--- src/rtl/rita_pkg.sv ---
// ----------------------------------------------------------------------------
// rita_pkg: shared types and constants for the radix integer-to-ASCII block
// Widths, the microcode format, the microprogram and the digit glyph table.
// ----------------------------------------------------------------------------
package rita_pkg;

  localparam int VALUE_WIDTH = 64;
  localparam int RADIX_W     = 5;
  localparam int CHAR_W      = 8;
  localparam int DIGIT_W     = 4;
  localparam int DIGIT_DEPTH = 64;
  localparam int ADDR_W      = $clog2(DIGIT_DEPTH);
  localparam int CNT_W       = $clog2(DIGIT_DEPTH + 1);

  // divider retires DIV_BITS dividend bits per cycle
  localparam int DIV_BITS = 8;
  localparam int CHUNKS   = (VALUE_WIDTH + DIV_BITS - 1) / DIV_BITS;
  localparam int QUO_W    = CHUNKS * DIV_BITS;
  localparam int CHUNK_W  = (CHUNKS > 1) ? $clog2(CHUNKS) : 1;

  localparam logic [RADIX_W-1:0] RADIX_RESET = RADIX_W'(10);
  localparam logic [RADIX_W-1:0] RADIX_MIN   = RADIX_W'(2);
  localparam logic [RADIX_W-1:0] RADIX_MAX   = RADIX_W'(16);

  localparam logic [CHAR_W-1:0] GLYPH [16] = '{
    8'h30, 8'h31, 8'h32, 8'h33, 8'h34, 8'h35, 8'h36, 8'h37,
    8'h38, 8'h39, 8'h41, 8'h42, 8'h43, 8'h44, 8'h45, 8'h46
  };

  localparam int STEP_W = 4;
  typedef logic [STEP_W-1:0] step_t;

  localparam step_t S_WAIT   = 4'd0;
  localparam step_t S_CHECK  = 4'd1;
  localparam step_t S_DIV    = 4'd2;
  localparam step_t S_STORE  = 4'd3;
  localparam step_t S_READ   = 4'd4;
  localparam step_t S_EMIT   = 4'd5;
  localparam step_t S_LOOP   = 4'd6;
  localparam step_t S_RET    = 4'd7;
  localparam step_t S_ERR    = 4'd8;
  localparam step_t S_ERRRET = 4'd9;

  typedef enum logic [2:0] {
    C_NONE,
    C_ALWAYS,
    C_NO_INPUT,
    C_BAD_RADIX,
    C_CHUNK_MORE,
    C_DIGIT_MORE,
    C_OUT_BUSY,
    C_COUNT_NZ
  } cond_t;

  typedef struct packed {
    logic in_ready;
    logic clr_div;
    logic div_step;
    logic store;
    logic rd;
    logic emit;
    logic emit_err;
  } ctrl_t;

  typedef struct packed {
    logic in_valid;
    logic bad_radix;
    logic chunk_more;
    logic digit_more;
    logic out_busy;
    logic count_nz;
  } stat_t;

  typedef struct packed {
    ctrl_t ctl;
    cond_t cond;
    step_t target;
  } uop_t;

  localparam ctrl_t CTL_NOP = '0;

  function automatic uop_t ucode(input step_t step);
    uop_t u;
    u.ctl    = CTL_NOP;
    u.cond   = C_ALWAYS;
    u.target = S_WAIT;
    unique case (step)
      S_WAIT: begin
        u.ctl.in_ready = 1'b1;
        u.cond         = C_NO_INPUT;
        u.target       = S_WAIT;
      end
      S_CHECK: begin
        u.ctl.clr_div = 1'b1;
        u.cond        = C_BAD_RADIX;
        u.target      = S_ERR;
      end
      S_DIV: begin
        u.ctl.div_step = 1'b1;
        u.cond         = C_CHUNK_MORE;
        u.target       = S_DIV;
      end
      S_STORE: begin
        u.ctl.store   = 1'b1;
        u.ctl.clr_div = 1'b1;
        u.cond        = C_DIGIT_MORE;
        u.target      = S_DIV;
      end
      S_READ: begin
        u.ctl.rd = 1'b1;
        u.cond   = C_NONE;
      end
      S_EMIT: begin
        u.ctl.emit = 1'b1;
        u.cond     = C_OUT_BUSY;
        u.target   = S_EMIT;
      end
      S_LOOP: begin
        u.cond   = C_COUNT_NZ;
        u.target = S_READ;
      end
      S_RET, S_ERRRET: begin
        u.cond   = C_ALWAYS;
        u.target = S_WAIT;
      end
      S_ERR: begin
        u.ctl.emit_err = 1'b1;
        u.cond         = C_OUT_BUSY;
        u.target       = S_ERR;
      end
      default: begin
        u.cond   = C_ALWAYS;
        u.target = S_WAIT;
      end
    endcase
    return u;
  endfunction

endpackage

--- src/rtl/rita_in_if.sv ---
// ----------------------------------------------------------------------------
// rita_in_if: input channel
// Valid/ready channel carrying the value to convert.
// ----------------------------------------------------------------------------
interface rita_in_if;
  logic                             valid;
  logic                             ready;
  logic [rita_pkg::VALUE_WIDTH-1:0] value;

  modport source (output valid, output value, input ready);
  modport sink (input valid, input value, output ready);
endinterface

--- src/rtl/rita_out_if.sv ---
// ----------------------------------------------------------------------------
// rita_out_if: result channel
// Valid/ready channel carrying one ASCII digit per beat, or a bad-radix error beat.
// ----------------------------------------------------------------------------
interface rita_out_if;
  logic                        valid;
  logic                        ready;
  logic [rita_pkg::CHAR_W-1:0] digit_char;
  logic                        last;
  logic                        bad_radix;

  modport source (output valid, output digit_char, output last, output bad_radix,
                  input ready);
  modport sink (input valid, input digit_char, input last, input bad_radix,
                output ready);
endinterface

--- src/rtl/rita_seq.sv ---
// ----------------------------------------------------------------------------
// rita_seq: microcode sequencer
// Step counter over the control ROM with one conditional jump per step.
// ----------------------------------------------------------------------------
module rita_seq (
  input  logic            clk,
  input  logic            rst_n,
  input  rita_pkg::stat_t stat,
  output rita_pkg::ctrl_t ctrl
);

  rita_pkg::step_t step_r;
  rita_pkg::step_t step_nxt;
  rita_pkg::uop_t  uop;
  logic            jump;

  always_comb begin
    uop  = rita_pkg::ucode(step_r);
    ctrl = uop.ctl;
    unique case (uop.cond)
      rita_pkg::C_NONE:       jump = 1'b0;
      rita_pkg::C_ALWAYS:     jump = 1'b1;
      rita_pkg::C_NO_INPUT:   jump = !stat.in_valid;
      rita_pkg::C_BAD_RADIX:  jump = stat.bad_radix;
      rita_pkg::C_CHUNK_MORE: jump = stat.chunk_more;
      rita_pkg::C_DIGIT_MORE: jump = stat.digit_more;
      rita_pkg::C_OUT_BUSY:   jump = stat.out_busy;
      rita_pkg::C_COUNT_NZ:   jump = stat.count_nz;
      default:                jump = 1'b0;
    endcase
    step_nxt = jump ? uop.target : step_r + rita_pkg::STEP_W'(1);
  end

  always_ff @(posedge clk) begin
    if (!rst_n) begin
      step_r <= rita_pkg::S_WAIT;
    end else begin
      step_r <= step_nxt;
    end
  end

endmodule

--- src/rtl/rita_dp.sv ---
// ----------------------------------------------------------------------------
// rita_dp: conversion datapath
// Radix register, chunked long divider, digit store and output register.
// ----------------------------------------------------------------------------
module rita_dp (
  input  logic                             clk,
  input  logic                             rst_n,
  input  rita_pkg::ctrl_t                  ctrl,
  output rita_pkg::stat_t                  stat,
  input  logic                             cfg_wr_en,
  input  logic [rita_pkg::RADIX_W-1:0]     cfg_wr_data,
  input  logic                             in_valid,
  input  logic [rita_pkg::VALUE_WIDTH-1:0] in_value,
  output logic                             out_valid,
  input  logic                             out_ready,
  output logic [rita_pkg::CHAR_W-1:0]      out_char,
  output logic                             out_last,
  output logic                             out_bad
);

  logic [rita_pkg::RADIX_W-1:0] radix_r;
  logic [rita_pkg::QUO_W-1:0]   quo_r, quo_nxt;
  logic [rita_pkg::DIGIT_W-1:0] rem_r, rem_nxt;
  logic [rita_pkg::CHUNK_W-1:0] chunk_r;
  logic [rita_pkg::CNT_W-1:0]   count_r;
  logic [rita_pkg::DIGIT_W-1:0] store [rita_pkg::DIGIT_DEPTH];
  logic [rita_pkg::DIGIT_W-1:0] rdata_r;
  logic [rita_pkg::CNT_W-1:0]   count_dec;
  logic                         out_valid_r;
  logic [rita_pkg::CHAR_W-1:0]  out_char_r;
  logic                         out_last_r;
  logic                         out_bad_r;
  logic                         out_free;
  logic                         accept;
  logic [rita_pkg::RADIX_W:0]   r;
  logic [rita_pkg::QUO_W-1:0]   q;

  assign accept    = in_valid && ctrl.in_ready;
  assign out_free  = !out_valid_r || out_ready;
  assign count_dec = count_r - rita_pkg::CNT_W'(1);

  // long division: DIV_BITS restoring steps per cycle, quotient shifts in place
  always_comb begin
    r = {2'b00, rem_r};
    q = quo_r;
    for (int i = 0; i < rita_pkg::DIV_BITS; i++) begin
      r = {1'b0, r[rita_pkg::DIGIT_W-1:0], q[rita_pkg::QUO_W-1]};
      q = {q[rita_pkg::QUO_W-2:0], 1'b0};
      if (r >= {1'b0, radix_r}) begin
        r    = r - {1'b0, radix_r};
        q[0] = 1'b1;
      end
    end
    quo_nxt = q;
    rem_nxt = r[rita_pkg::DIGIT_W-1:0];
  end

  always_comb begin
    stat.in_valid   = in_valid;
    stat.bad_radix  = (radix_r < rita_pkg::RADIX_MIN) || (radix_r > rita_pkg::RADIX_MAX);
    stat.chunk_more = chunk_r != rita_pkg::CHUNK_W'(rita_pkg::CHUNKS - 1);
    stat.digit_more = (quo_r != '0) &&
                      (count_r != rita_pkg::CNT_W'(rita_pkg::DIGIT_DEPTH - 1));
    stat.out_busy   = !out_free;
    stat.count_nz   = count_r != '0;
  end

  always_ff @(posedge clk) begin
    if (!rst_n) begin
      radix_r     <= rita_pkg::RADIX_RESET;
      quo_r       <= '0;
      rem_r       <= '0;
      chunk_r     <= '0;
      count_r     <= '0;
      out_valid_r <= 1'b0;
    end else begin
      if (cfg_wr_en) begin
        radix_r <= cfg_wr_data;
      end
      if (accept) begin
        quo_r   <= rita_pkg::QUO_W'(in_value);
        count_r <= '0;
      end
      if (ctrl.clr_div) begin
        rem_r   <= '0;
        chunk_r <= '0;
      end
      if (ctrl.div_step) begin
        quo_r   <= quo_nxt;
        rem_r   <= rem_nxt;
        chunk_r <= chunk_r + rita_pkg::CHUNK_W'(1);
      end
      if (ctrl.store) begin
        count_r <= count_r + rita_pkg::CNT_W'(1);
      end
      if (ctrl.rd) begin
        count_r <= count_dec;
      end
      if ((ctrl.emit || ctrl.emit_err) && out_free) begin
        out_valid_r <= 1'b1;
      end else if (out_ready) begin
        out_valid_r <= 1'b0;
      end
    end
  end

  always_ff @(posedge clk) begin
    if (ctrl.store) begin
      store[count_r[rita_pkg::ADDR_W-1:0]] <= rem_r;
    end
    if (ctrl.rd) begin
      rdata_r <= store[count_dec[rita_pkg::ADDR_W-1:0]];
    end
  end

  always_ff @(posedge clk) begin
    if (ctrl.emit && out_free) begin
      out_char_r <= rita_pkg::GLYPH[rdata_r];
      out_last_r <= count_r == '0;
      out_bad_r  <= 1'b0;
    end else if (ctrl.emit_err && out_free) begin
      out_char_r <= '0;
      out_last_r <= 1'b1;
      out_bad_r  <= 1'b1;
    end
  end

  assign out_valid = out_valid_r;
  assign out_char  = out_char_r;
  assign out_last  = out_last_r;
  assign out_bad   = out_bad_r;

endmodule

--- src/rtl/radix_int_to_ascii.sv ---
// ----------------------------------------------------------------------------
// radix_int_to_ascii: unsigned integer to ASCII digits in base 2..16
// Per value with n digits: each digit takes a full pass of the 8-bit-per-cycle
// divider over all chunks of the dividend, then a store; the digits are then
// read out of the store and emitted, most significant first. A bad radix gives
// an error beat instead. A new input beat is taken only back in the wait step.
// Reset clears the sequencer, output valid, and sets radix to 10; the digit
// store is not cleared.
// ----------------------------------------------------------------------------
module radix_int_to_ascii (
  input  logic                         clk,
  input  logic                         rst_n,
  rita_in_if.sink                      in_ch,
  rita_out_if.source                   out_ch,
  input  logic                         cfg_wr_en,
  input  logic [rita_pkg::RADIX_W-1:0] cfg_wr_data
);

  rita_pkg::ctrl_t ctrl;
  rita_pkg::stat_t stat;

  assign in_ch.ready = ctrl.in_ready;

  rita_seq u_seq (
    .clk   (clk),
    .rst_n (rst_n),
    .stat  (stat),
    .ctrl  (ctrl)
  );

  rita_dp u_dp (
    .clk         (clk),
    .rst_n       (rst_n),
    .ctrl        (ctrl),
    .stat        (stat),
    .cfg_wr_en   (cfg_wr_en),
    .cfg_wr_data (cfg_wr_data),
    .in_valid    (in_ch.valid),
    .in_value    (in_ch.value),
    .out_valid   (out_ch.valid),
    .out_ready   (out_ch.ready),
    .out_char    (out_ch.digit_char),
    .out_last    (out_ch.last),
    .out_bad     (out_ch.bad_radix)
  );

endmodule
--- src/flat_wrapper.sv ---
// flat-port wrapper written by rule: the top's interface ports become plain ports
module radix_int_to_ascii_flat 
  (clk, rst_n, cfg_wr_en, cfg_wr_data, in_ch_valid, in_ch_value, in_ch_ready, out_ch_valid, out_ch_digit_char, out_ch_last, out_ch_bad_radix, out_ch_ready);
  rita_in_if in_ch_i ();
  rita_out_if out_ch_i ();
  input  logic clk;
  input  logic rst_n;
  input  logic cfg_wr_en;
  input  logic [rita_pkg::RADIX_W-1:0] cfg_wr_data;
  input wire logic [$bits(in_ch_i.valid)-1:0] in_ch_valid;
  input wire logic [$bits(in_ch_i.value)-1:0] in_ch_value;
  output wire logic [$bits(in_ch_i.ready)-1:0] in_ch_ready;
  output wire logic [$bits(out_ch_i.valid)-1:0] out_ch_valid;
  output wire logic [$bits(out_ch_i.digit_char)-1:0] out_ch_digit_char;
  output wire logic [$bits(out_ch_i.last)-1:0] out_ch_last;
  output wire logic [$bits(out_ch_i.bad_radix)-1:0] out_ch_bad_radix;
  input wire logic [$bits(out_ch_i.ready)-1:0] out_ch_ready;
  assign in_ch_i.valid = in_ch_valid;
  assign in_ch_i.value = in_ch_value;
  assign in_ch_ready = in_ch_i.ready;
  assign out_ch_valid = out_ch_i.valid;
  assign out_ch_digit_char = out_ch_i.digit_char;
  assign out_ch_last = out_ch_i.last;
  assign out_ch_bad_radix = out_ch_i.bad_radix;
  assign out_ch_i.ready = out_ch_ready;
  radix_int_to_ascii u_core (.clk(clk), .rst_n(rst_n), .in_ch(in_ch_i), .out_ch(out_ch_i), .cfg_wr_en(cfg_wr_en), .cfg_wr_data(cfg_wr_data));
endmodule
--- config.mk ---
export PLATFORM = sky130hd
export DESIGN_NAME = radix_int_to_ascii_flat
export DESIGN_NICKNAME = d
export VERILOG_FILES = /design/src/rtl/rita_pkg.sv /design/src/rtl/rita_in_if.sv /design/src/rtl/rita_out_if.sv /design/src/rtl/rita_seq.sv /design/src/rtl/rita_dp.sv /design/src/rtl/radix_int_to_ascii.sv /design/src/flat_wrapper.sv
export SDC_FILE = /design/constraint.sdc
export NUM_CORES = 1
export LEC_CHECK = 0
export BUFFER_PORTS_ARGS = -buffer_cell sky130_fd_sc_hd__buf_4
export CORE_MARGIN = 3
export CORE_UTILIZATION = 40
export DETAILED_ROUTE_END_ITERATION = 6
export PLACE_DENSITY = 0.62
export SYNTH_ARGS = -nofsm -noshare
export SYNTH_HDL_FRONTEND = slang
export SYNTH_SLANG_ARGS = --single-unit
--- constraint.sdc ---
create_clock -name clk -period 21.3 [get_ports clk]
set_input_delay 4.26 -clock clk [delete_from_list [all_inputs] [get_ports clk]]
set_output_delay 4.26 -clock clk [all_outputs]
set_load 0.005 [all_outputs]
**Word-level counts from Yosys, hierarchy flattened**

Memory sizes are Yosys's and may differ from the RTL's. A register that Yosys moved wholly into a read port is not among the register bits.
Index checks and enable logic that the tools add are counted.

- Output and inout port bits: 12
- Memory bits (read-only): 128
- Bits in registers: 98
- Bits in writable memories: 256
- Memories kept: 2
- Input port bits: 74

Memories:

| name | words | bits a word | read ports | clocked after Yosys merged registers in | wr ports | RTL line | source |
|---|---|---|---|---|---|---|---|
| u_core.u_dp.store | 64 | 4 | 1 | 1 | 1 | rita_dp.sv:26 | `logic [rita_pkg::DIGIT_W-1:0] store [rita_pkg::DIGIT_DEPTH];` |
| (no name shown) | 16 | 8 | 1 | 0 | 0 | rita_dp.sv:118 | `out_char_r <= rita_pkg::GLYPH[rdata_r];` |

- Magnitude comparators: 11
- Muxes and demuxes: 46
- Eq/ne operators: 16
- Reductions and logical operators: 25
- Bitwise operators: 1
- $add $sub $neg: 12

Operators with widths:

| cell | count |
|---|---|
| 2-to-1 mux 64 bit | 2 |
| nonzero test 64 bit | 1 |
| 2-to-1 mux 4 bit | 11 |
| greater-or-equal comparator 5 bit | 8 |
| 2-to-1 mux 8 bit | 4 |
| subtractor 4 bit | 8 |
| 2-to-1 mux 1 bit | 21 |
| 2-to-1 mux 7 bit | 3 |
| case mux 3 bit (7 select lines) | 1 |
| case mux 4 bit (4 select lines) | 1 |
| equality test 3 bit, second input constant | 4 |
| equality test 4 x 3 -> 1 bit, second input constant | 3 |
| equality test 4 x 2 -> 1 bit, second input constant | 2 |
| case mux 1 bit (8 select lines) | 1 |
| nonzero test 2 bit | 4 |
| OR reduction 2 bit | 4 |
| adder 7 x 1 -> 7 bit, second input constant | 1 |
| zero test 7 bit | 1 |
| != test 7 x 6 -> 1 bit, second input constant | 1 |
| nonzero test 7 bit | 1 |
| subtractor 7 x 1 -> 7 bit, second input constant | 1 |
| equality test 3 x 2 -> 1 bit, second input constant | 2 |
| 2-to-1 mux 3 bit | 2 |
| greater-or-equal comparator 5 bit, second input constant | 1 |
| other kinds (15) | 23 |

**Depth between registers and ports, before layout**

- Depth in word-level cells: 17
- Gate-level depth with buffers: 53

**Modules after synthesis**

From an unflattened synthesis, not the netlist that was laid out.

- Cells, all modules: 1,362
- Area, all modules: 16,923.7 um^2

By module, submodules not included:

| module | seq. area each (um^2) | cells each | area each (um^2) | times used |
|---|---|---|---|---|
| rita_dp | 9,719.3 | 1,301 | 16,429.5 | 1 |
| rita_seq | 80.1 | 61 | 494.2 | 1 |

**Worst setup path before layout**

Ideal clock, no wire load.

- Kind: register to register
- From: reg u_core.u_dp.rem_r[0] (netlist bit)
- To: reg u_core.u_dp.rem_r[3] (netlist bit)
- Setup time: 0.116 ns
- Path slack: 9.479 ns
- Arrival: 11.706 ns
- Stages on the path, launching flop included: 50
- Cells stage by stage: dfxtp_1 ha_1 a21o_1 a21o_1 a21o_1 a21oi_1 mux2i_1 inv_1 ha_1 a21o_1 a2111o_1 nand3_1 inv_1 ha_1 a21o_1 a21o_1 a2111o_1 nand3_1 [14 not listed] nor2b_1 o21ai_0 a21oi_1 a211oi_1 mux2i_1 ha_1 nor2b_1 o21ai_0 nand2b_1 o221ai_1 mux2_2 inv_1 ha_1 a21o_1 a21oi_1 o21ai_1 a211o_1 a31o_1

- Longest elaborated chain between the ends: 17
- Elaborated cells on any way between the ends: 25
- Classes of those cells: add/sub: 8; order compare: 8; mux: 9

Ends and longest elaborated chain:

| element | RTL line | source |
|---|---|---|
| from (decl) | rita_dp.sv:23 | `logic [rita_pkg::DIGIT_W-1:0] rem_r, rem_nxt;` |
| from (signal assigned) | rita_dp.sv:90 | `rem_r <= rem_nxt;` |
| subtractor 4 bit / greater-or-equal comparator 5 bit (equally long branches) | rita_dp.sv:50, rita_dp.sv:49 |  |
| 2-to-1 mux 4 bit * | rita_dp.sv:49 | `if (r >= {1'b0, radix_r}) begin` |
| subtractor 4 bit / greater-or-equal comparator 5 bit (equally long branches) | rita_dp.sv:50, rita_dp.sv:49 |  |
| 2-to-1 mux 4 bit * | rita_dp.sv:49 |  |
| subtractor 4 bit / greater-or-equal comparator 5 bit (equally long branches) | rita_dp.sv:50, rita_dp.sv:49 |  |
| 2-to-1 mux 4 bit * | rita_dp.sv:49 |  |
| greater-or-equal comparator 5 bit / subtractor 4 bit (equally long branches) | rita_dp.sv:49, rita_dp.sv:50 |  |
| 2-to-1 mux 4 bit * | rita_dp.sv:49 |  |
| subtractor 4 bit / greater-or-equal comparator 5 bit (equally long branches) | rita_dp.sv:50, rita_dp.sv:49 |  |
| 2-to-1 mux 4 bit * | rita_dp.sv:49 |  |
| subtractor 4 bit / greater-or-equal comparator 5 bit (equally long branches) | rita_dp.sv:50, rita_dp.sv:49 |  |
| 2-to-1 mux 4 bit * | rita_dp.sv:49 |  |
| greater-or-equal comparator 5 bit / subtractor 4 bit (equally long branches) | rita_dp.sv:49, rita_dp.sv:50 |  |
| 2-to-1 mux 4 bit * | rita_dp.sv:49 |  |
| subtractor 4 bit / greater-or-equal comparator 5 bit (equally long branches) | rita_dp.sv:50, rita_dp.sv:49 |  |
| 2-to-1 mux 4 bit * | rita_dp.sv:49 |  |
| 2-to-1 mux 4 bit * | rita_dp.sv:88 | `if (ctrl.div_step) begin` |

Every way passes the cells marked *; elsewhere a longest branch is shown, timed or not.
A chain may end at the register's enable or synchronous reset.

**Final worst setup path**

- From: reg u_core.u_dp.radix_r[1] (netlist bit)
- To: reg u_core.u_dp.rem_r[1] (netlist bit)

- Longest elaborated chain between the ends: 17
- Elaborated cells on any way between the ends: 25
- Classes of those cells: add/sub: 8; order compare: 8; mux: 9

Ends and longest elaborated chain:

| element | RTL line | source |
|---|---|---|
| from (decl) | rita_dp.sv:21 | `logic [rita_pkg::RADIX_W-1:0] radix_r;` |
| from (signal assigned) | rita_dp.sv:70 | `radix_r <= rita_pkg::RADIX_RESET;` |
| from (signal assigned) | rita_dp.sv:78 | `radix_r <= cfg_wr_data;` |
| subtractor 4 bit / greater-or-equal comparator 5 bit (equally long branches) | rita_dp.sv:50, rita_dp.sv:49 |  |
| 2-to-1 mux 4 bit | rita_dp.sv:49 |  |
| subtractor 4 bit / greater-or-equal comparator 5 bit (equally long branches) | rita_dp.sv:50, rita_dp.sv:49 |  |
| 2-to-1 mux 4 bit | rita_dp.sv:49 |  |
| subtractor 4 bit / greater-or-equal comparator 5 bit (equally long branches) | rita_dp.sv:50, rita_dp.sv:49 |  |
| 2-to-1 mux 4 bit | rita_dp.sv:49 |  |
| greater-or-equal comparator 5 bit / subtractor 4 bit (equally long branches) | rita_dp.sv:49, rita_dp.sv:50 |  |
| 2-to-1 mux 4 bit | rita_dp.sv:49 |  |
| subtractor 4 bit / greater-or-equal comparator 5 bit (equally long branches) | rita_dp.sv:50, rita_dp.sv:49 |  |
| 2-to-1 mux 4 bit | rita_dp.sv:49 |  |
| subtractor 4 bit / greater-or-equal comparator 5 bit (equally long branches) | rita_dp.sv:50, rita_dp.sv:49 |  |
| 2-to-1 mux 4 bit | rita_dp.sv:49 |  |
| greater-or-equal comparator 5 bit / subtractor 4 bit (equally long branches) | rita_dp.sv:49, rita_dp.sv:50 |  |
| 2-to-1 mux 4 bit | rita_dp.sv:49 |  |
| subtractor 4 bit / greater-or-equal comparator 5 bit (equally long branches) | rita_dp.sv:50, rita_dp.sv:49 |  |
| 2-to-1 mux 4 bit * | rita_dp.sv:49 |  |
| 2-to-1 mux 4 bit * | rita_dp.sv:88 |  |

Marks and branches as above.

==> metrics.md <==
| Metric | Value |
|---|---|
| Commonest cells after routing, fill and taps aside | 267 x edfxtp_1, 165 x nor2_1, 160 x nand2_1, 99 x buf_4 |
| Critical Path AT | 13740 ps |
| RSZ-0062 raised after global routing | no |
| CP max stage delay | between 700 and 800 ps |
| Clk pwr share | around a fifth |
| Mean Syn Cell Area | 13.1 um2 |
| Pre-CTS WS | 8110 ps |
| Worst skew pair latency | 530 ps |
| Final slew viol count | 0 |
| Sw power | roughly 1.4 mW |
| Seq/Total Area, Yosys | 59.1% |
| Clock Skew | 13.2 ps |
| Clk buf depth | 3 |
| Yosys top cell area share | a little under 50% |
| NumNets Final | 1472 |
| Status | finished, final reports clean |
| Achievable Freq | 0.0750 GHz |
| Synth Flop Type | edfxtp_1 |
| Seq pwr share | 25.2% |
| Routed Antenna Nets | 0 |
| Die Area | 44000 um2 |
| Dpl hpwl | 25600 um |
| Syn Inst Count | 1271 |
| # IOs | 86 |
| TNS Setup | 0 ps |
| MaxCap Viol Count | 0 |
| CP top delay family | compound AO/OA/AOI/OAI gates |
| Die width | 210 um |
| GP Congestion | ~0.8 |
| Row count | 73 |
| Flop-to-flop setup slack | 7960 ps |
| Buf+Inv Stages, Crit Path | 7 |
| Final min period | 13340 ps |
| Worst setup margin | around 8000 ps |
| Remaining Overflow, GRT | 0 |
| Post-CTS sizing | 0 |
| CTS tree | built |
| Synthesized area | 16600 um2 |
| Crit. End Element | flop |
| Total wire length | 39000 um |
| Internal Power | 2.07 mW |
| Pre-antenna DRT Iters | 6 |
| Final Setup Violations | 0 |
| Ant diodes | 0 |
| Yosys reg bits | about 360 |
| Number of global-route vias before repair | 10600 |
| Synth area leader | edfxtp_1 |
| TritonCTS Buffers | 37 |
| H-tree levels | 2 |
| P per Cell Area | 183 nW/um2 |
| Starting Density | between 40% and 50% |
| Clk Tree Root Cell | clkbuf_16 |
| Largest net degree at the start of global routing | 119 |
| Final hold vios | 0 |
| Worst Path Required | 21710 ps |
| Commonest non-fill, non-tap cell in the layout | edfxtp_1 |
| Initial DRC Count | roughly 1100 |
| Hold Path Class | flop to flop |
| Total track usage | ~18% |
| Comb power frac | a little under three fifths |
| Final period util | between 60% and 70% |
| WL/cell | about 21 um |
| CTS Hold Bufs | 0 |
| Lkg Pwr | 6.76 nW |
| Top cells by area, synth | edfxtp_1 48%, mux4_2 11%, dfxtp_1 11% |
| Actual slew at the worst max-slew pin | 1120 ps |
| Clock sink count | 356 |
| Crit path launch type | flop |
| Kind of critical path | flop to flop |
| Ys Warns | 0 |
| Post-route DRC | 0 |
| CP max FO | 10 |
| Via/cell ratio | 5.66 |
| Async SR Flop Fraction | 0% |
| Global-route wire length before repair | 61500 um |
| Post-synth EDFFs | 267 |
| Slew headroom | 25.6% |
| Switching Share | just over 40% |
| CTS clk-pin slew, worst paths | roughly 70 ps |
| Area Growth Syn to Fin | 14.5% |
| Core Footprint | 40400 um2 |
| Slowest-stage cell, CP | dfxtp_1 |
| Post-CTS Setup Inserts | 0 |
| Synthesized net count | 1404 |
| Via count | roughly 11000 |
| Fraction of layout cells with a size suffix above 1 | slightly below 20% |
| Max IR drop VDD | 0.334 mV |
| # port buffers | between 80 and 90 |
| Distinct cell type count after synthesis | 64 |
| Fillers | 3526 |
| Die Height | between 200 and 250 um |
| Initial antenna violation count | 0 |
| Crit path top cell by count | a21o_1 |
==> worst register-to-register path: cells and delay by family, from the launching register on <==
kind	cells	cell delay (ps)
buffers and inverters	7	870
DFF	1	750
AOI/OAI and AO/OA	24	6670
and+or+nand+nor	6	890
adders and majority gates	8	2440
muxes	5	1610
==> cell usage after synthesis, types with 20 or more instances <==
master and n:
a21oi_1 28, edfxtp_1 267, a21o_1 22, inv_1 43
clkbuf_1 48, dfxtp_1 89, ha_1 51, mux4_2 84
nor2_1 165, nor4_1 20, a311oi_1 61, nand2_1 162
==> final timing paths <==
check                                                    startpoint                                 end  cells past startpoint
worst max register to register  u_core.u_dp.radix_r[1]$_SDFFE_PN1P_   u_core.u_dp.rem_r[1]$_SDFFE_PN0P_                     50
worst max-delay path            u_core.u_dp.radix_r[1]$_SDFFE_PN1P_   u_core.u_dp.rem_r[1]$_SDFFE_PN0P_                     50
worst min-delay path             u_core.u_dp.quo_r[55]$_SDFFE_PN0P_  u_core.u_dp.quo_r[55]$_SDFFE_PN0P_                      2
worst min register to register   u_core.u_dp.quo_r[55]$_SDFFE_PN0P_  u_core.u_dp.quo_r[55]$_SDFFE_PN0P_                      2
==> cell families after synthesis <==
kind of cell               count (synthesis)  synth area share (%)
and+or+nand+nor                          433                  11.2
AOI/OAI and AO/OA                        181                  8.23
buffers and inverters                    114                  2.74
adders and majority gates                 59                  4.81
other                                      1                0.0226
muxes                                    105                  12.7
xor gates and xnor gates                  22                  1.16
DFF                                      356                  59.1
==> layer usage <==
metal  vias to the layer above  track usage [%]  share of wire (%)  wire length (um)
li1                       4982                -                  -                 -
met5                         -                0                  0                 0
met3                        54             2.42                6.1              2360
met2                       343             28.3                 47             18500
met4                         0             4.67                2.0               782
met1                      5323             25.4                 45             17400
==> cell type report <==
cell class	instances	area, um2	share of cell area (%)
Sequential cell	356	9810	51.6
Timing Repair Buffer	99	743	3.91
Inverter	44	165	0.869
Clock buffer	44	1010	5.34
Multi-Input combinational cell	801	6370	33.5
Tap cell	525	657	3.46
Clock inverter	21	243	1.28
==> sequential cells by signal (all words and copies together) (netlist names) <==
register,cells
u_core.u_dp.store,256
u_core.u_dp.quo_r,64
u_core.u_dp.count_r,7
u_core.u_dp.out_char,6
u_core.u_dp.radix_r,5
u_core.u_dp.rdata_r,4
u_core.u_dp.rem_r,4
u_core.u_seq.step_r,4
u_core.u_dp.chunk_r,3
u_core.u_dp.out_bad,1
u_core.u_dp.out_last,1
u_core.u_dp.out_valid,1
==> through the flow <==
step	std cells	hold WS (ps)	power [mW]	util, %	area (um2)
3_3_place_gp	1825	484	2.72	43.9	17700
4_1_cts	1890	505	3.47	47.1	19000
3_5_place_dp	1825	492	2.79	43.9	17700
6_report	1890	505	3.48	47.1	19000
2_1_floorplan	1271	470	2.38	-	16600
5_1_grt	1890	516	3.76	47.1	19000
==> power by group through the flow <==
stage / Sequential [mW] / Combinational, mW / Clock, mW
4_1_cts: 0.877 / 1.91 / 0.680
2_1_floorplan: 0.868 / 1.52 / 0
3_3_place_gp: 0.890 / 1.83 / 0
5_1_grt: 0.887 / 2.16 / 0.706
6_report: 0.879 / 1.94 / 0.666
3_5_place_dp: 0.891 / 1.90 / 0
(Power assumes the default switching activity.)
